--- src/hdl/xor_basis_kth_smallest_unit_assert.svh ---
// ----------------------------------------------------------------------------
// xor basis unit assertion macros
// concurrent checks used by the sequencer rtl (xbk_seq)
// ----------------------------------------------------------------------------
`ifndef XOR_BASIS_KTH_SMALLEST_UNIT_ASSERT_SVH
`define XOR_BASIS_KTH_SMALLEST_UNIT_ASSERT_SVH

// same-cycle implication
`define XBK_ASSERT_IMPLY(lbl, clk, rstn, ante, cons, msg) \
  lbl: assert property (@(posedge clk) disable iff (!rstn) (ante) |-> (cons)) \
    else $error(msg);

// next-cycle implication
`define XBK_ASSERT_NEXT(lbl, clk, rstn, ante, cons, msg) \
  lbl: assert property (@(posedge clk) disable iff (!rstn) (ante) |=> (cons)) \
    else $error(msg);

`endif

--- src/hdl/xbk_pkg.sv ---
// ----------------------------------------------------------------------------
// xbk_pkg
// types and constants shared by the xor basis unit
// ----------------------------------------------------------------------------
`timescale 1ns / 1ps
`default_nettype none

package xbk_pkg;

  localparam int unsigned XBK_VALUE_BITS = 63;
  localparam int unsigned XBK_FIELD_BITS = 63;
  localparam int unsigned XBK_RANK_BITS  = 6;

  typedef enum logic [1:0] {
    KIND_INSERT = 2'd0,
    KIND_QUERY  = 2'd1,
    KIND_CLEAR  = 2'd2
  } xbk_kind_e;

  typedef enum logic [2:0] {
    ST_IDLE,
    ST_SCAN,
    ST_ELIM,
    ST_PUT,
    ST_QUERY,
    ST_DONE
  } xbk_state_e;

  typedef struct packed {
    logic [1:0]                kind;
    logic [XBK_FIELD_BITS-1:0] insert_value;
    logic [XBK_FIELD_BITS-1:0] query_rank;
  } xbk_in_t;

  typedef struct packed {
    logic [XBK_FIELD_BITS-1:0] result_value;
    logic                      no_such_rank;
    logic [XBK_RANK_BITS-1:0]  basis_rank;
  } xbk_out_t;

endpackage

`default_nettype wire

--- src/hdl/xbk_row_ram.sv ---
// ----------------------------------------------------------------------------
// xbk_row_ram
// basis row storage, one write port and one registered read port
// ----------------------------------------------------------------------------
`timescale 1ns / 1ps
`default_nettype none

module xbk_row_ram #(
  parameter int unsigned DEPTH = 63,
  parameter int unsigned WIDTH = 63
) (
  input  logic                     clk_i,
  input  logic                     we_i,
  input  logic [$clog2(DEPTH)-1:0] waddr_i,
  input  logic [WIDTH-1:0]         wdata_i,
  input  logic                     re_i,
  input  logic [$clog2(DEPTH)-1:0] raddr_i,
  output logic [WIDTH-1:0]         rdata_o
);

  logic [WIDTH-1:0] mem_q [DEPTH];
  logic [WIDTH-1:0] rdata_q;

  always_ff @(posedge clk_i) begin
    if (we_i) begin
      mem_q[waddr_i] <= wdata_i;
    end
  end

  always_ff @(posedge clk_i) begin
    if (re_i) begin
      rdata_q <= mem_q[raddr_i];
    end
  end

  assign rdata_o = rdata_q;

endmodule

`default_nettype wire

--- src/hdl/xbk_seq.sv ---
// ----------------------------------------------------------------------------
// xbk_seq
// row sequencer: reduction scan, elimination, insert and query walks
// ----------------------------------------------------------------------------
`timescale 1ns / 1ps
`default_nettype none

`include "xor_basis_kth_smallest_unit_assert.svh"

module xbk_seq #(
  parameter int unsigned VALUE_BITS = xbk_pkg::XBK_VALUE_BITS
) (
  input  logic                          clk_i,
  input  logic                          rst_ni,
  input  logic                          start_i,
  input  xbk_pkg::xbk_in_t              item_i,
  output logic                          idle_o,
  output logic                          res_valid_o,
  input  logic                          res_take_i,
  output xbk_pkg::xbk_out_t             res_o,
  output logic                          mem_re_o,
  output logic [$clog2(VALUE_BITS)-1:0] mem_raddr_o,
  input  logic [VALUE_BITS-1:0]         mem_rdata_i,
  output logic                          mem_we_o,
  output logic [$clog2(VALUE_BITS)-1:0] mem_waddr_o,
  output logic [VALUE_BITS-1:0]         mem_wdata_o
);

  import xbk_pkg::*;

  localparam int unsigned AW = $clog2(VALUE_BITS);
  localparam logic [AW-1:0] LAST_ROW = AW'(VALUE_BITS - 1);

  xbk_state_e state_q, state_d;
  logic [1:0] kind_q, kind_d;
  logic [VALUE_BITS-1:0] t_q, t_d;
  logic [VALUE_BITS-1:0] k_q, k_d;
  logic [AW-1:0] cnt_q, cnt_d;
  logic [AW-1:0] rd_addr_q, rd_addr_d;
  logic [AW-1:0] pivot_q, pivot_d;
  logic issue_q, issue_d;
  logic rd_pend_q, rd_pend_d;
  logic piv_found_q, piv_found_d;
  logic [VALUE_BITS-1:0] valid_q, valid_d;
  logic [XBK_RANK_BITS-1:0] rank_q, rank_d;
  logic zero_q, zero_d;
  logic miss_q, miss_d;

  logic [XBK_FIELD_BITS-1:0] k_adj;
  logic [XBK_FIELD_BITS-1:0] hi_mask;
  logic [XBK_FIELD_BITS-1:0] acc_ext;
  logic rd_bit;
  logic row_ok;

  // bits at or above the current rank; any of them set means no such rank
  always_comb begin
    for (int b = 0; b < XBK_FIELD_BITS; b++) begin
      hi_mask[b] = (XBK_RANK_BITS'(b) >= rank_q);
    end
  end

  assign k_adj  = item_i.query_rank - XBK_FIELD_BITS'(zero_q);
  assign rd_bit = t_q[rd_addr_q];
  assign row_ok = valid_q[rd_addr_q];

  always_comb begin
    acc_ext = '0;
    acc_ext[VALUE_BITS-1:0] = t_q;
  end

  always_comb begin
    state_d     = state_q;
    kind_d      = kind_q;
    t_d         = t_q;
    k_d         = k_q;
    cnt_d       = cnt_q;
    rd_addr_d   = rd_addr_q;
    pivot_d     = pivot_q;
    issue_d     = issue_q;
    rd_pend_d   = 1'b0;
    piv_found_d = piv_found_q;
    valid_d     = valid_q;
    rank_d      = rank_q;
    zero_d      = zero_q;
    miss_d      = miss_q;
    mem_re_o    = 1'b0;
    mem_raddr_o = cnt_q;
    mem_we_o    = 1'b0;
    mem_waddr_o = rd_addr_q;
    mem_wdata_o = mem_rdata_i ^ t_q;

    case (state_q)
      ST_IDLE: begin
        if (start_i) begin
          kind_d      = item_i.kind;
          miss_d      = 1'b0;
          piv_found_d = 1'b0;
          case (item_i.kind)
            KIND_INSERT: begin
              t_d     = item_i.insert_value[VALUE_BITS-1:0];
              cnt_d   = LAST_ROW;
              issue_d = 1'b1;
              state_d = ST_SCAN;
            end
            KIND_QUERY: begin
              t_d = '0;
              if (zero_q && (item_i.query_rank == '0)) begin
                miss_d  = 1'b1;
                state_d = ST_DONE;
              end else if (k_adj == '0) begin
                state_d = ST_DONE;
              end else if ((k_adj & hi_mask) != '0) begin
                miss_d  = 1'b1;
                state_d = ST_DONE;
              end else begin
                k_d     = k_adj[VALUE_BITS-1:0];
                cnt_d   = '0;
                issue_d = 1'b1;
                state_d = ST_QUERY;
              end
            end
            KIND_CLEAR: begin
              valid_d = '0;
              rank_d  = '0;
              zero_d  = 1'b0;
              state_d = ST_DONE;
            end
            default: begin
              state_d = ST_DONE;
            end
          endcase
        end
      end

      // high to low; reads are issued ahead, the data meets the updated value
      ST_SCAN: begin
        if (issue_q) begin
          mem_re_o  = 1'b1;
          rd_pend_d = 1'b1;
          rd_addr_d = cnt_q;
          if (cnt_q == '0) begin
            issue_d = 1'b0;
          end else begin
            cnt_d = cnt_q - 1'b1;
          end
        end
        if (rd_pend_q) begin
          if (rd_bit) begin
            if (row_ok) begin
              t_d = t_q ^ mem_rdata_i;
            end else if (!piv_found_q) begin
              piv_found_d = 1'b1;
              pivot_d     = rd_addr_q;
            end
          end
          if (rd_addr_q == '0) begin
            if (piv_found_d) begin
              if (pivot_d == LAST_ROW) begin
                state_d = ST_PUT;
              end else begin
                cnt_d   = pivot_d + 1'b1;
                issue_d = 1'b1;
                state_d = ST_ELIM;
              end
            end else begin
              zero_d  = 1'b1;
              state_d = ST_DONE;
            end
          end
        end
      end

      // clear the new pivot bit out of every higher row
      ST_ELIM: begin
        if (issue_q) begin
          mem_re_o  = 1'b1;
          rd_pend_d = 1'b1;
          rd_addr_d = cnt_q;
          if (cnt_q == LAST_ROW) begin
            issue_d = 1'b0;
          end else begin
            cnt_d = cnt_q + 1'b1;
          end
        end
        if (rd_pend_q) begin
          if (row_ok && mem_rdata_i[pivot_q]) begin
            mem_we_o = 1'b1;
          end
          if (rd_addr_q == LAST_ROW) begin
            state_d = ST_PUT;
          end
        end
      end

      ST_PUT: begin
        mem_we_o          = 1'b1;
        mem_waddr_o       = pivot_q;
        mem_wdata_o       = t_q;
        valid_d[pivot_q]  = 1'b1;
        rank_d            = rank_q + 1'b1;
        state_d           = ST_DONE;
      end

      // ascending pivots, each live row eats one bit of k
      ST_QUERY: begin
        if (issue_q) begin
          mem_re_o  = 1'b1;
          rd_pend_d = 1'b1;
          rd_addr_d = cnt_q;
          if (cnt_q == LAST_ROW) begin
            issue_d = 1'b0;
          end else begin
            cnt_d = cnt_q + 1'b1;
          end
        end
        if (rd_pend_q) begin
          if (row_ok) begin
            if (k_q[0]) begin
              t_d = t_q ^ mem_rdata_i;
            end
            k_d = k_q >> 1;
          end
          if (rd_addr_q == LAST_ROW) begin
            state_d = ST_DONE;
          end
        end
      end

      ST_DONE: begin
        if (res_take_i) begin
          state_d = ST_IDLE;
        end
      end

      default: begin
        state_d = ST_IDLE;
      end
    endcase
  end

  always_ff @(posedge clk_i or negedge rst_ni) begin
    if (!rst_ni) begin
      state_q     <= ST_IDLE;
      issue_q     <= 1'b0;
      rd_pend_q   <= 1'b0;
      piv_found_q <= 1'b0;
      valid_q     <= '0;
      rank_q      <= '0;
      zero_q      <= 1'b0;
      miss_q      <= 1'b0;
    end else begin
      state_q     <= state_d;
      issue_q     <= issue_d;
      rd_pend_q   <= rd_pend_d;
      piv_found_q <= piv_found_d;
      valid_q     <= valid_d;
      rank_q      <= rank_d;
      zero_q      <= zero_d;
      miss_q      <= miss_d;
    end
  end

  always_ff @(posedge clk_i) begin
    kind_q    <= kind_d;
    t_q       <= t_d;
    k_q       <= k_d;
    cnt_q     <= cnt_d;
    rd_addr_q <= rd_addr_d;
    pivot_q   <= pivot_d;
  end

  assign idle_o      = (state_q == ST_IDLE);
  assign res_valid_o = (state_q == ST_DONE);

  always_comb begin
    res_o.result_value = (kind_q == KIND_QUERY) ? acc_ext : '0;
    res_o.no_such_rank = miss_q;
    res_o.basis_rank   = rank_q;
  end

  `XBK_ASSERT_IMPLY(a_rank_matches_rows, clk_i, rst_ni, 1'b1,
                    $countones(valid_q) == int'(rank_q), "rank differs from live row count")
  `XBK_ASSERT_IMPLY(a_no_rw_same_row, clk_i, rst_ni, mem_we_o && mem_re_o,
                    mem_waddr_o != mem_raddr_o, "row read and written in one cycle")
  `XBK_ASSERT_IMPLY(a_pivot_row_free, clk_i, rst_ni, state_q == ST_PUT,
                    !valid_q[pivot_q], "new pivot lands on a live row")
  `XBK_ASSERT_NEXT(a_result_held, clk_i, rst_ni, (state_q == ST_DONE) && !res_take_i,
                   state_q == ST_DONE, "pending result dropped")
  `XBK_ASSERT_NEXT(a_clear_empties, clk_i, rst_ni,
                   start_i && (state_q == ST_IDLE) && (item_i.kind == KIND_CLEAR),
                   (rank_q == '0) && (valid_q == '0) && !zero_q, "clear left basis state")

endmodule

`default_nettype wire

--- src/hdl/xor_basis_kth_smallest_unit.sv ---
// ----------------------------------------------------------------------------
// xor_basis_kth_smallest_unit
// fully reduced xor basis with insert, k-th smallest subset xor and clear
// ----------------------------------------------------------------------------
// channel  direction  handshake                 payload
// in       input      in_valid_i / in_stall_o   in_item_i   (xbk_in_t)
// out      output     out_valid_o / out_stall_i out_item_o  (xbk_out_t)
//
// insert: walks every row, plus an elimination pass over the rows above a new pivot
// query: walks every row unless answered from rank alone; clear: no row walk
// the row memory's single read port walks one row per cycle
// reset empties the basis at once through per-row valid bits, no clearing pass
// a stalled output holds its result; the next transaction is taken meanwhile and
// waits for the output register only at its end
// ----------------------------------------------------------------------------
`timescale 1ns / 1ps
`default_nettype none

module xor_basis_kth_smallest_unit #(
  parameter int unsigned VALUE_BITS = xbk_pkg::XBK_VALUE_BITS
) (
  input  logic              clk_i,
  input  logic              rst_ni,
  input  logic              in_valid_i,
  output logic              in_stall_o,
  input  xbk_pkg::xbk_in_t  in_item_i,
  output logic              out_valid_o,
  input  logic              out_stall_i,
  output xbk_pkg::xbk_out_t out_item_o
);

  import xbk_pkg::*;

  localparam int unsigned AW = $clog2(VALUE_BITS);

  logic seq_idle;
  logic res_valid;
  logic res_take;
  xbk_out_t res;

  logic mem_re;
  logic mem_we;
  logic [AW-1:0] mem_raddr;
  logic [AW-1:0] mem_waddr;
  logic [VALUE_BITS-1:0] mem_rdata;
  logic [VALUE_BITS-1:0] mem_wdata;

  logic out_valid_q, out_valid_d;
  xbk_out_t out_item_q;

  xbk_row_ram #(
    .DEPTH(VALUE_BITS),
    .WIDTH(VALUE_BITS)
  ) u_rows (
    .clk_i  (clk_i),
    .we_i   (mem_we),
    .waddr_i(mem_waddr),
    .wdata_i(mem_wdata),
    .re_i   (mem_re),
    .raddr_i(mem_raddr),
    .rdata_o(mem_rdata)
  );

  xbk_seq #(
    .VALUE_BITS(VALUE_BITS)
  ) u_seq (
    .clk_i      (clk_i),
    .rst_ni     (rst_ni),
    .start_i    (in_valid_i && seq_idle),
    .item_i     (in_item_i),
    .idle_o     (seq_idle),
    .res_valid_o(res_valid),
    .res_take_i (res_take),
    .res_o      (res),
    .mem_re_o   (mem_re),
    .mem_raddr_o(mem_raddr),
    .mem_rdata_i(mem_rdata),
    .mem_we_o   (mem_we),
    .mem_waddr_o(mem_waddr),
    .mem_wdata_o(mem_wdata)
  );

  assign in_stall_o = !seq_idle;

  // output register frees the sequencer once the result moves over
  assign res_take = res_valid && (!out_valid_q || !out_stall_i);

  always_comb begin
    out_valid_d = out_valid_q;
    if (res_take) begin
      out_valid_d = 1'b1;
    end else if (!out_stall_i) begin
      out_valid_d = 1'b0;
    end
  end

  always_ff @(posedge clk_i or negedge rst_ni) begin
    if (!rst_ni) begin
      out_valid_q <= 1'b0;
    end else begin
      out_valid_q <= out_valid_d;
    end
  end

  always_ff @(posedge clk_i) begin
    if (res_take) begin
      out_item_q <= res;
    end
  end

  assign out_valid_o = out_valid_q;
  assign out_item_o  = out_item_q;

endmodule

`default_nettype wire

--- config.mk ---
export PLATFORM = sky130hd
export DESIGN_NAME = xor_basis_kth_smallest_unit
export DESIGN_NICKNAME = d
export VERILOG_FILES = /design/src/hdl/xbk_pkg.sv /design/src/hdl/xbk_row_ram.sv /design/src/hdl/xbk_seq.sv /design/src/hdl/xor_basis_kth_smallest_unit.sv
export VERILOG_INCLUDE_DIRS = /design/src /design/src/hdl
export SDC_FILE = /design/constraint.sdc
export NUM_CORES = 2
export LEC_CHECK = 0
export BUFFER_PORTS_ARGS = -buffer_cell sky130_fd_sc_hd__buf_2
export CELL_PAD_IN_SITES_DETAIL_PLACEMENT = 0
export CELL_PAD_IN_SITES_GLOBAL_PLACEMENT = 2
export CORE_MARGIN = 2
export CORE_UTILIZATION = 51
export DETAILED_ROUTE_END_ITERATION = 10
export PLACE_DENSITY = 0.76
export SYNTH_ARGS = -nofsm -noshare
export SYNTH_HDL_FRONTEND = slang
export SYNTH_SLANG_ARGS = --single-unit
--- constraint.sdc ---
create_clock -name clk_i -period 10.4 [get_ports clk_i]
set_input_delay 0 -clock clk_i [delete_from_list [all_inputs] [get_ports clk_i]]
set_output_delay 0 -clock clk_i [all_outputs]
set_load 0.01 [all_outputs]
* Word-level counts from Yosys, hierarchy flattened *
Memories as Yosys holds them, arrays and structs flattened. A register that Yosys moved wholly into a read port is not among the register bits.
Cells that the tools add are included.

storage, ports and cells
  bits in registers = 294
  bits in writable memories = 3,969
  input bits = 132
  output and inout port bits = 72
  logic and storage cells = 270
  memories = 1

memory list
  memory        words  width  rd ports  clocked after Yosys merged registers in  wr ports  RTL line           RTL
  u_rows.mem_q  63     63     1         1                                        1         xbk_row_ram.sv:21  logic [WIDTH-1:0] mem_q [DEPTH];

operators by class
  add/subtract/negate cells = 5
  $lt $le $gt $ge = 66
  equality and inequality tests = 36
  multiplexer cells = 107
  bitwise logic cells = 3
  reductions and logical operators = 34

operator list
  kind                                                    number
  two-way mux 63 bit                                      17
  one-hot mux 63 bit (2 select lines)                     3
  one-hot mux 63 bit (3 select lines)                     1
  >= comparator 6 bit (first input constant)              31
  logical NOT 63 bit                                      2
  two-way mux 6 bit                                       20
  >= comparator 5 x 6 -> 1 bit (first input constant)     16
  AND 63 bit                                              1
  bitwise OR 63 bit                                       1
  nonzero test 63 bit                                     1
  subtractor 63 x 1 -> 63 bit                             1
  XOR 63 bit                                              1
  >= comparator 4 x 6 -> 1 bit (first input constant)     8
  two-way mux 1 bit                                       41
  two-way mux 3 bit                                       11
  inequality test 2 x 1 -> 1 bit (second input constant)  16
  >= comparator 3 x 6 -> 1 bit (first input constant)     4
  one-hot mux 6 bit (2 select lines)                      2
  AND reduction 8 bit                                     3
  adder 6 x 1 -> 6 bit (second input constant)            3
  binary-select mux 1 bit (select 6 bit)                  3
  equality test 6 bit (second input constant)             3
  one-hot mux 3 bit (6 select lines)                      1
  one-hot mux 6 bit (3 select lines)                      1
  31 further kinds                                        60

* Depth between registers and ports, before layout *
  depth after elaboration = 12
  gate-level depth with buffers = 19

* By module *
From an unflattened synthesis, not the netlist that was laid out.

second synthesis, totals
  cell total of the unflattened synthesis = 8,519
  area total of the unflattened synthesis = 171,099.1 um^2

modules (own cells, without submodules)
  module                       times used  cells each  area each (um^2)  seq. area each (um^2)
  xbk_row_ram                  1           6,603       152,677.7         121,076.1
  xbk_seq                      1           1,841       16,265.6          6,311.1
  xor_basis_kth_smallest_unit  1           75          2,155.8           2,127.0

* Worst setup path after synthesis *
No wires, ideal clock.

  path kind = register to register
  start = register u_seq.rd_addr_q[0]
  end = register u_seq.t_q[0], in the netlist u_seq.acc_ext[0], enable pin
  setup time = 0.662 ns
  arrival = 8.094 ns
  required time = 9.738 ns
  setup slack = 1.644 ns
  stages on the path, launching flop included = 10
  path buffers = 3
  cells stage by stage = edfxtp_1 -> buf_2 -> buf_2 -> buf_1 -> nand3b_1 -> o211ai_1 -> o211ai_1 -> nand4_1 -> a21oi_1 -> nor4b_1

between the ends
  cells in the longest elaborated chain, start to end = 4
  elaborated cells on any way between the ends = 8
  classes of those cells = eq/ne (3); mux (4); reduce/logical (1)

RTL lines
  item                                                       RTL line                      RTL
  start: declaration                                         xbk_seq.sv:39                 logic [AW-1:0] rd_addr_q, rd_addr_d;
  start signal: assignment                                   xbk_seq.sv:268                rd_addr_q <= rd_addr_d;
  binary-select mux 1 bit (select 6 bit) (on tied branches)  xbk_seq.sv:63, xbk_seq.sv:64
  two-way mux 1 bit (on tied branches)                       xbk_seq.sv:63, xbk_seq.sv:64
  inequality test 2 x 1 -> 1 bit (no line)                   -
  AND reduction 9 bit (no line) (*)                          -
  end signal: assignment                                     xbk_seq.sv:265                t_q <= t_d;
  end: declaration                                           xbk_seq.sv:36                 logic [VALUE_BITS-1:0] t_q, t_d;

Every way passes the cells marked *; elsewhere a longest branch is shown, timed or not. The select of a mux whose other input is x is not followed.
A chain may end at the register's enable or synchronous reset.

* Final worst setup path *
  start = register u_seq.pivot_q[1]
  end = memory u_rows.mem_q[60][52], enable pin

between the ends
  cells in the longest elaborated chain, start to end = 8
  elaborated cells on any way between the ends = 9
  classes of those cells = mux (8); reduce/logical (1)

RTL lines
  item                                     RTL line           RTL
  start: declaration                       xbk_seq.sv:40      logic [AW-1:0] pivot_q, pivot_d;
  start signal: assignment                 xbk_seq.sv:269     pivot_q <= pivot_d;
  binary-select mux 1 bit (select 6 bit)   xbk_seq.sv:186     if (row_ok && mem_rdata_i[pivot_q]) begin
  two-way mux 1 bit (implied by the code)  xbk_seq.sv:186
  logical AND 1 bit                        xbk_seq.sv:186
  two-way mux 1 bit                        xbk_seq.sv:186
  two-way mux 1 bit                        xbk_seq.sv:185     if (rd_pend_q) begin
  one-hot mux 1 bit (2 select lines)       xbk_seq.sv:92      case (state_q)
  two-way mux 1 bit                        xbk_row_ram.sv:25  if (we_i) begin
  two-way mux 1 bit (implied by the code)  xbk_row_ram.sv:26  mem_q[waddr_i] <= wdata_i;
  end: declaration                         xbk_row_ram.sv:21

Several ways; a longest one is shown, not always the timed one. The select of a mux whose other input is x is not followed.

==> metrics.txt <==
Synth top cells by count edfxtp_1, mux4_2, clkbuf_1; post-place setup slack 4.21 ns; CTS tree done; post-synth cell types 78; Final WS setup 4.08 ns; max-slew violations 0; Power Dens Cells 316 nW/µm²; worst hold slack 0.0618 ns; Synth Cell Area 170000 µm²; worst-path maximum fanout 38; Slew headroom 4.59%; P&R area growth vs syn 14.3%; placed insts 12.1k; Overall Global Routing Usage 28.2%; fill count 23.7k; Worst Setup Path Type reg -> reg; Final min period 6.32 ns; non-filler cells, final 13.2k; worst path required time 10.97 ns; crit-path cells and2_1 -> a221oi_1 -> a21oi_1 -> o21ai_0 -> nand2_1 -> a221o_1 -> o211a_1 -> o21ai_1 -> or3_1 -> nor2_4 -> buf_4; Primary FF master, synth edfxtp_1; synth warn 0; Lkg Pwr 61.3 nW; Resize count post-CTS 0; Placement Cell Area 178000 µm²; final hold viol count 0; Final ANT Viol Nets 0; Critical Path Sink Type register; Initial DRT Pass Iterations 6; Core Util, Final 58.4%; Root Driver clkbuf_16; Layout Skew 0.0722 ns; GR peak layer met2; Clock Sinks 4326; CTS max path bufs 4; grt total ovfl 0; site row count 212; Final period util 60.8%; delay of the slowest critical-path stage 1.30 ns; post-DP HPWL 270000 µm; clk slew on worst S/H paths 0.06 ns; via count 85.6k; met1 Usage GRT 40.6%; Worst-Margin Slew 1.43 ns; Power Total 61.4 mW; top-count cell post-synth edfxtp_1; GRT met3 Usage 5.65%; Setup-failing EPs final 0; startpoint types register; max-cap violations 0; slowest cell on the critical path edfxtp_1; outcome finished clean; Initial DRC Count 11.7k; Port Buffers 203; total negative slack 0 ns; Min-Delay Path Class in -> reg; initial antenna violation count 29; final instance area 195000 µm²; Synth top area share 75.0%; largest net degree at the start of global routing 154; Seq cells post-synth 4326; Post-Route WL 478000 µm; share of layout cells above drive strength 1 28.9%; Die Wd 582 µm; die span in y 582 µm; number of synthesized flops with an enable pin 4248; synthesized area per cell 22.0 µm²; max frequency 158 MHz; Vias/cell 6.49; first-pass GRT wire length 668000 µm; maximum VDD drop 0.382 mV; CTS buffer count 436; met2 Use GR 44.1%; top post-synthesis cells by area edfxtp_1, mux4_2, dfrtp_1, xnor2_1, clkbuf_1; core footprint 333000 µm²; asr flop ratio synth 1.80%; Starting Density 51.1%; RSZ-0062 raised after global routing false; syn_nets 7864; WL per Instance 36.3 µm; vias in the first global route 85.5k; Residual DRC 0; sequential fraction of the synthesis area 76.1%; cell taking the most area after synthesis edfxtp_1; # nets final 8556; Syn Inst Count 7721; Die Footprint 338000 µm²; Skew-Pair Late Insertion Delay 0.99 ns; Arr. time, crit path 6.90 ns; GP Congestion 0.862; H-Tree Depth 5; top-level I/O count 204
-- worst paths after layout --
kind                                                       end                          from  cells past startpoint  slack (ns)
max in group asynchronous        u_seq.valid_q[35]$_DFFE_PN0P_                        rst_ni                      5        8.53
worst max register to register  u_rows.mem_q[60][52]$_DFFE_PP_    u_seq.pivot_q[1]$_DFFE_PP_                     11        4.08
worst min register to register    u_seq.valid_q[7]$_DFFE_PN0P_  u_seq.valid_q[7]$_DFFE_PN0P_                      2        0.49
min in group asynchronous              out_valid_o$_DFFE_PN0P_                        rst_ni                      4        0.58
worst min-delay path               u_seq.acc_ext[36]$_DFFE_PP_                 in_item_i[99]                      4        0.06
worst max-delay path            u_rows.mem_q[60][52]$_DFFE_PP_    u_seq.pivot_q[1]$_DFFE_PP_                     11        4.08
-- placed cells by master, fill, tap and decap left out, drive strengths merged, types with 48 or more instances in the layout --
master	count
edfxtp	4248
mux4	1290
clkbuf	522
buf	449
nor2	265
dlygate4sd3	243
nand2	224
clkinv	210
xnor2	175
o21ai	163
a21oi	150
nand3	99
mux2i	82
dfrtp	78
and2	73
nor4	48
-- cell type report --
cell class,count,area [µm²],share of cell area (%)
flip-flops and latches,4326,130000,66.6
multi-input cells,2939,39900,20.5
clock buffers,522,11400,5.85
repair buffers,692,5500,2.83
well taps,4387,5490,2.82
clock inverters,281,2610,1.34
inverters,18,67.6,0.0347
diodes,16,40.0,0.0206
-- kinds of logic after synthesis --
| family | count (synthesis) | share of synthesized area, % |
|---|---|---|
| buffers and inverters | 456 | 1.04 |
| AOI/OAI and AO/OA | 430 | 1.46 |
| muxes | 1395 | 17.7 |
| adders and majority gates | 12 | 0.0868 |
| DFF | 4326 | 76.1 |
| xor gates and xnor gates | 198 | 1.02 |
| and+or+nand+nor | 904 | 2.59 |
-- worst max-delay path: cells and delay by family, from the launching register on --
kind / cells / cell delay [ns]
buffers and inverters: 1 / 0.81
DFF: 1 / 1.30
and+or+nand+nor: 4 / 2.42
AOI/OAI and AO/OA: 6 / 1.31
-- where the power goes --
group          internal, mW  leakage, nW  switching (mW)
Clock                  8.85         6.85            6.63
Combinational          7.05         15.2            13.1
Sequential             24.9         39.3           0.934
-- sequential cells by signal (all words and copies together), names as in the netlist --
signal and cells:
u_seq.issue_q 1, out_valid_o 1, u_seq.miss_q 1, u_seq.kind_q 2, u_seq.rd_addr_q 6, u_seq.zero_q 1
u_seq.mem_raddr_o 6, u_seq.acc_ext 63, u_rows.rdata_o 63, u_seq.k_q 63, u_seq.rank_q 6, u_seq.valid_q 63
u_rows.mem_q 3969, u_seq.rd_pend_q 1, out_item_o 70, u_seq.pivot_q 6, u_seq.state_q 3, u_seq.piv_found_q 1
-- layer usage --
layer	share of wire, %	wire [µm]	up-vias
li1	-	-	33900
met1	39	188000	46300
met2	47	227000	4555
met3	9.7	46300	739
met4	3.6	17300	6
met5	0.0075	36	-
-- what timing repair did --
| item | 4_1_cts | 5_1_grt |
|---|---|---|
| endpoints found under the hold margin | 326 | 0 |
| hold buffers | 243 | 0 |
| buffers inserted | 0 | 0 |
No activity file was read; power rests on OpenSTA's default activity.
